<file path="src/sv/ata_pkg.sv">
// Shared widths, constants and helper functions for the accelerometer tilt-angle block.
`default_nettype none

package ata_pkg;

  // Sample and guard widths
  localparam int SAMPLE_W = 16;
  localparam int GUARD_SH = 8;

  // Radicand for the magnitude root: (y*y + z*z) scaled by the guard bits squared
  localparam int SUM_W = 2 * SAMPLE_W;
  localparam int RAD_W = SUM_W + 2 * GUARD_SH;
  localparam int ROOT_W = RAD_W / 2;
  localparam int TRIAL_W = RAD_W + 2;

  // CORDIC vector and angle widths (angle in 2^-20 degree)
  localparam int CW = SAMPLE_W + GUARD_SH + 3;
  localparam int ZW = 29;
  localparam int STAGES = 16;
  localparam int TAB_LEN = 24;
  localparam int TAB_IDX_W = 5;

  // Angle scaling
  localparam int INT_ANG_FRAC = 20;
  localparam int ANGLE_FRAC = 7;
  localparam int RND_SH = INT_ANG_FRAC - ANGLE_FRAC;

  localparam logic signed [ZW-1:0] HALF_TURN_Z = ZW'(180 * (1 << INT_ANG_FRAC));
  localparam logic signed [ZW-1:0] QUARTER_TURN_Z = ZW'(90 * (1 << INT_ANG_FRAC));

  // Output fields
  localparam int ROLL_W = 16;
  localparam int PITCH_W = 15;
  localparam int ROLL_LIM = 180 * (1 << ANGLE_FRAC);
  localparam int PITCH_LIM = 90 * (1 << ANGLE_FRAC);

  // atan(2^-i) in units of 2^-20 degree
  function automatic logic signed [ZW-1:0] atan_tab(input logic [TAB_IDX_W-1:0] idx);
    logic signed [ZW-1:0] v;
    case (idx)
      5'd0:    v = 29'sd47185920;
      5'd1:    v = 29'sd27855475;
      5'd2:    v = 29'sd14718068;
      5'd3:    v = 29'sd7471121;
      5'd4:    v = 29'sd3750058;
      5'd5:    v = 29'sd1876857;
      5'd6:    v = 29'sd938658;
      5'd7:    v = 29'sd469357;
      5'd8:    v = 29'sd234682;
      5'd9:    v = 29'sd117342;
      5'd10:   v = 29'sd58671;
      5'd11:   v = 29'sd29335;
      5'd12:   v = 29'sd14668;
      5'd13:   v = 29'sd7334;
      5'd14:   v = 29'sd3667;
      5'd15:   v = 29'sd1833;
      5'd16:   v = 29'sd917;
      5'd17:   v = 29'sd458;
      5'd18:   v = 29'sd229;
      5'd19:   v = 29'sd115;
      5'd20:   v = 29'sd57;
      5'd21:   v = 29'sd29;
      5'd22:   v = 29'sd14;
      5'd23:   v = 29'sd7;
      default: v = '0;
    endcase
    return v;
  endfunction

  // Round to nearest (ties up) from 2^-20 degree to output units, then clamp to +-lim
  function automatic logic signed [ROLL_W-1:0] round_clamp(input logic signed [ZW-1:0] z,
                                                           input logic signed [ZW:0] lim);
    logic signed [ZW:0] s;
    s = ((ZW+1)'(z) + (ZW+1)'(1 << (RND_SH - 1))) >>> RND_SH;
    if (s > lim) begin
      s = lim;
    end else if (s < -lim) begin
      s = -lim;
    end
    return ROLL_W'(s);
  endfunction

endpackage

`default_nettype wire

</file>
<file path="src/sv/ata_cordic.sv">
// Pipelined vectoring CORDIC: atan2(num, den) in 2^-20 degree, one vector per cycle while en is high.
`default_nettype none

module ata_cordic (
  input  wire logic                           clk,
  input  wire logic                           en,
  input  wire logic signed [ata_pkg::CW-1:0]  num,
  input  wire logic signed [ata_pkg::CW-1:0]  den,
  output logic signed [ata_pkg::ZW-1:0]       angle
);

  // Stage 0 is the entry register, stages 1..STAGES the micro-rotations
  logic signed [ata_pkg::CW-1:0] x    [0:ata_pkg::STAGES];
  logic signed [ata_pkg::CW-1:0] y    [0:ata_pkg::STAGES];
  logic signed [ata_pkg::ZW-1:0] z    [0:ata_pkg::STAGES];
  logic                          hold [0:ata_pkg::STAGES];

  // Entry: axis special cases and quadrant pre-rotation for a negative denominator
  always_ff @(posedge clk) begin
    if (en) begin
      if (num == '0) begin
        x[0]    <= den;
        y[0]    <= num;
        z[0]    <= (den < 0) ? ata_pkg::HALF_TURN_Z : '0;
        hold[0] <= 1'b1;
      end else if (den == '0) begin
        x[0]    <= den;
        y[0]    <= num;
        z[0]    <= (num > 0) ? ata_pkg::QUARTER_TURN_Z : -ata_pkg::QUARTER_TURN_Z;
        hold[0] <= 1'b1;
      end else if (den < 0) begin
        hold[0] <= 1'b0;
        if (num > 0) begin
          x[0] <= num;
          y[0] <= -den;
          z[0] <= ata_pkg::QUARTER_TURN_Z;
        end else begin
          x[0] <= -num;
          y[0] <= den;
          z[0] <= -ata_pkg::QUARTER_TURN_Z;
        end
      end else begin
        x[0]    <= den;
        y[0]    <= num;
        z[0]    <= '0;
        hold[0] <= 1'b0;
      end
    end
  end

  // Micro-rotation stages, one register stage each
  for (genvar i = 0; i < ata_pkg::STAGES; i++) begin : g_stage
    logic signed [ata_pkg::CW-1:0] dx;
    logic signed [ata_pkg::CW-1:0] dy;
    logic signed [ata_pkg::ZW-1:0] da;

    assign dx = y[i] >>> i;
    assign dy = x[i] >>> i;
    assign da = ata_pkg::atan_tab(ata_pkg::TAB_IDX_W'(i));

    always_ff @(posedge clk) begin
      if (en) begin
        hold[i+1] <= hold[i];
        if (y[i] >= 0) begin
          x[i+1] <= x[i] + dx;
          y[i+1] <= y[i] - dy;
        end else begin
          x[i+1] <= x[i] - dx;
          y[i+1] <= y[i] + dy;
        end
        if (hold[i]) begin
          z[i+1] <= z[i];
        end else if (y[i] >= 0) begin
          z[i+1] <= z[i] + da;
        end else begin
          z[i+1] <= z[i] - da;
        end
      end
    end
  end

  assign angle = z[ata_pkg::STAGES];

endmodule

`default_nettype wire

</file>
<file path="config.mk">
export PLATFORM = sky130hd
export DESIGN_NAME = ata_cordic
export DESIGN_NICKNAME = d
export VERILOG_FILES = /design/src/sv/ata_pkg.sv /design/src/sv/ata_cordic.sv
export SDC_FILE = /design/constraint.sdc
export NUM_CORES = 2
export LEC_CHECK = 0
export BUFFER_PORTS_ARGS = -buffer_cell sky130_fd_sc_hd__clkbuf_2
export CELL_PAD_IN_SITES_DETAIL_PLACEMENT = 1
export CELL_PAD_IN_SITES_GLOBAL_PLACEMENT = 1
export CORE_MARGIN = 3
export CORE_UTILIZATION = 56
export CTS_CLUSTER_SIZE = 8
export DETAILED_ROUTE_END_ITERATION = 10
export GPL_ROUTABILITY_DRIVEN = 1
export PLACE_DENSITY_LB_ADDON = 0.1
export SLEW_MARGIN = 20
export SYNTH_ARGS = -nofsm -noshare
export SYNTH_HDL_FRONTEND = slang
export SYNTH_SLANG_ARGS = --single-unit
</file>
<file path="constraint.sdc">
create_clock -name clk -period 9.06 [get_ports clk]
set_input_delay 0.453 -clock clk [delete_from_list [all_inputs] [get_ports clk]]
set_output_delay 0.453 -clock clk [all_outputs]
set_load 0.01 [all_outputs]
</file>
==> flow_summary.json <==
{
  "status": "finished clean",
  "drv_slew": 0,
  "vias": 82400,
  "placed_cells": 12800,
  "yosysSeqAreaShare": 0.373,
  "drt-wirelength-per-cell_um": 22.4,
  "endpoint_kind": "flop",
  "synth_area_um2": 99700,
  "syn_area_per_cell_um2": 9.39,
  "rsz0062_at_grt": "false",
  "worstPathArrival_ns": 5.89,
  "final_cell_mix": "edfxtp_1 (1,238), xnor2_1 (925), nor2_1 (891)",
  "finalCriticalPeriod_ns": 5.34,
  "insertion_delay_ns": 0.83,
  "setup_tns_ns": 0,
  "cp_max_fo": 5,
  "h-tree-depth": 4,
  "hpwl_um": 221000,
  "async_flop_share": 0,
  "drt_iter0_drc": 5747,
  "globalRouteOverflowTotal": 0,
  "drive_above_1_share": 0.0442,
  "antenna_found_initial": 2,
  "area_delta_synth_final_pct": 7.71,
  "fmax_mhz": 187,
  "cts_max_path_buffers": 3,
  "fin_nets": 11600,
  "dieArea_um2": 183000,
  "io_buffers": 84,
  "cp-start-kind": "flop",
  "cts_resized": 0,
  "drt_first_pass_iters": 6,
  "dieWidth_um": 428,
  "slew-limit-headroom": 0.284,
  "ios": 85,
  "start_util": 0.565,
  "synthCells": 10600,
  "root_buffer": "clkbuf_16",
  "viasPerCell": 6.34,
  "ys_warn_count": 0,
  "fp-row-count": 154,
  "cts.sinks": 1238,
  "drc_errors": 0,
  "critical_path_required_ns": 9.62,
  "synth_enable_flop_cells": 1238,
  "hold_viol_final": 0,
  "finalCritPeriodShare": 0.589,
  "grtUsageTotal": 0.310,
  "drt.antenna.violating_nets": 0,
  "crit_type": "flop to flop",
  "cts_tree": "done",
  "syn-num-nets": 11600,
  "die-height_um": 428,
  "wl_um": 291000,
  "numCtsBuffers": 177,
  "synth_cell_types": 100,
  "setup_violations": 0,
  "ys_ff_latch": 1238,
  "clk_pin_slew_ns": 0.05,
  "synth_ff_type": "edfxtp_1",
  "grt_pass1_wl_um": 469000,
  "synth_top_area_frac": 0.373,
  "min_path_type": "input port to flop",
  "place_congestion": 0.920,
  "worstMarginPinSlew_ns": 1.06,
  "grt_max_degree": 130,
  "synth_top_cells_by_area": "edfxtp_1 (37%), ha_1 (11%), xnor2_1 (8.1%)",
  "grt_pass1_vias": 87400,
  "netlist.top_cell.by_area": "edfxtp_1",
  "stdcell_count": 13000,
  "max-cap-violations": 0,
  "clock_skew_ns": 0.0352,
  "fillers": 19900,
  "final_common_cell": "edfxtp_1",
  "core_region_area_um2": 176000
}
-- timing repair --
action                    CTS  global route
hold buffers               32             0
buffers inserted            0             0
hold endpoints to repair   31             0
-- routing by layer --
layer  part of all wire  global-route usage  vias up
li1                   -                   -    38900
met1               0.42               0.384    41100
met2               0.51               0.567     1764
met3              0.033              0.0306      582
met4              0.030              0.0963        2
met5           0.000048                   0        -
-- kinds of logic after synthesis --
logic type	Yosys count	synth area share
AO/OA/AOI/OAI	2994	0.190
multiplexers	68	0.00711
XOR/XNOR	1512	0.133
flip-flops	1238	0.373
AND/OR/NAND/NOR	3126	0.151
buffers and inverters	767	0.0296
adder cells (fa/ha/maj)	908	0.116
-- metrics by stage --
| stage | util | setup WS, ns | cell area, µm² | hold slack [ns] |
|---|---|---|---|---|
| final | 0.608 | 3.72 | 107000 | 0.0561 |
| after global routing | 0.608 | 3.33 | 107000 | 0.0239 |
| after CTS | 0.608 | 3.80 | 107000 | 0.00148 |
| after detailed placement | 0.579 | 3.32 | 102000 | 0.412 |
| after global placement | 0.579 | 3.39 | 102000 | 0.403 |
| after floorplan | - | 4.31 | 99700 | 0.400 |
-- synth_stat cells, types with 103 or more instances --
master / count
ha_1: 879
nor2_1: 892
nand2_1: 796
xnor2_1: 925
nor3_1: 299
o31ai_1: 140
nor2b_1: 135
o21ai_0: 669
a21oi_1: 884
or3_1: 103
clkbuf_1: 274
nand3_1: 188
a31oi_1: 136
a21o_1: 336
o21a_1: 119
edfxtp_1: 1238
o21bai_1: 106
xor2_1: 587
nand2b_1: 184
inv_1: 433
-- state kept, by name, summed over array words and instances, names as in the netlist --
name,cells
hold,16
x,390
y,406
z,426
-- layout make-up --
cell class,instances,area [µm²],area share
multi-input cells,8608,59500,0.555
flip-flops and latches,1238,37200,0.346
clock buffers,183,4450,0.0415
well taps,2340,2930,0.0273
inverters,436,1640,0.0152
repair buffers,168,1170,0.0109
clock inverters,30,428,0.00399
diodes,1,2.50,0.0000233
-- critical path, stage by stage (launching register included) --
cell       delay [ns]
edfxtp_1         0.50
nor3_1           0.24
nand2_1          0.13
or4_1            0.46
o41ai_1          0.83
nand2_1          0.16
xor2_1           0.23
ha_1             0.25
or3_1            0.39
a221oi_1         0.23
o21ai_0          0.14
a21oi_1          0.20
o2bb2ai_1        0.20
o21ai_1          0.22
a2111o_1         0.41
a21o_1           0.17
a21oi_1          0.20
xnor2_1          0.08
-- path summary, 6_finish.rpt --
path / startpoint / to / slack [ns] / cells past startpoint
max: x[7][7]$_DFFE_PP_ / y[8][26]$_DFFE_PP_ / 3.72 / 17
min: den[2] / x[0][2]$_DFFE_PP_ / 0.06 / 3
min reg2reg: z[12][0]$_DFFE_PP_ / z[13][0]$_DFFE_PP_ / 0.43 / 0
max reg2reg: x[7][7]$_DFFE_PP_ / y[8][26]$_DFFE_PP_ / 3.72 / 17
Power is left out: the tool's default activity adds up to more than one toggle a clock period on the data nets, which glitch-free logic cannot reach.
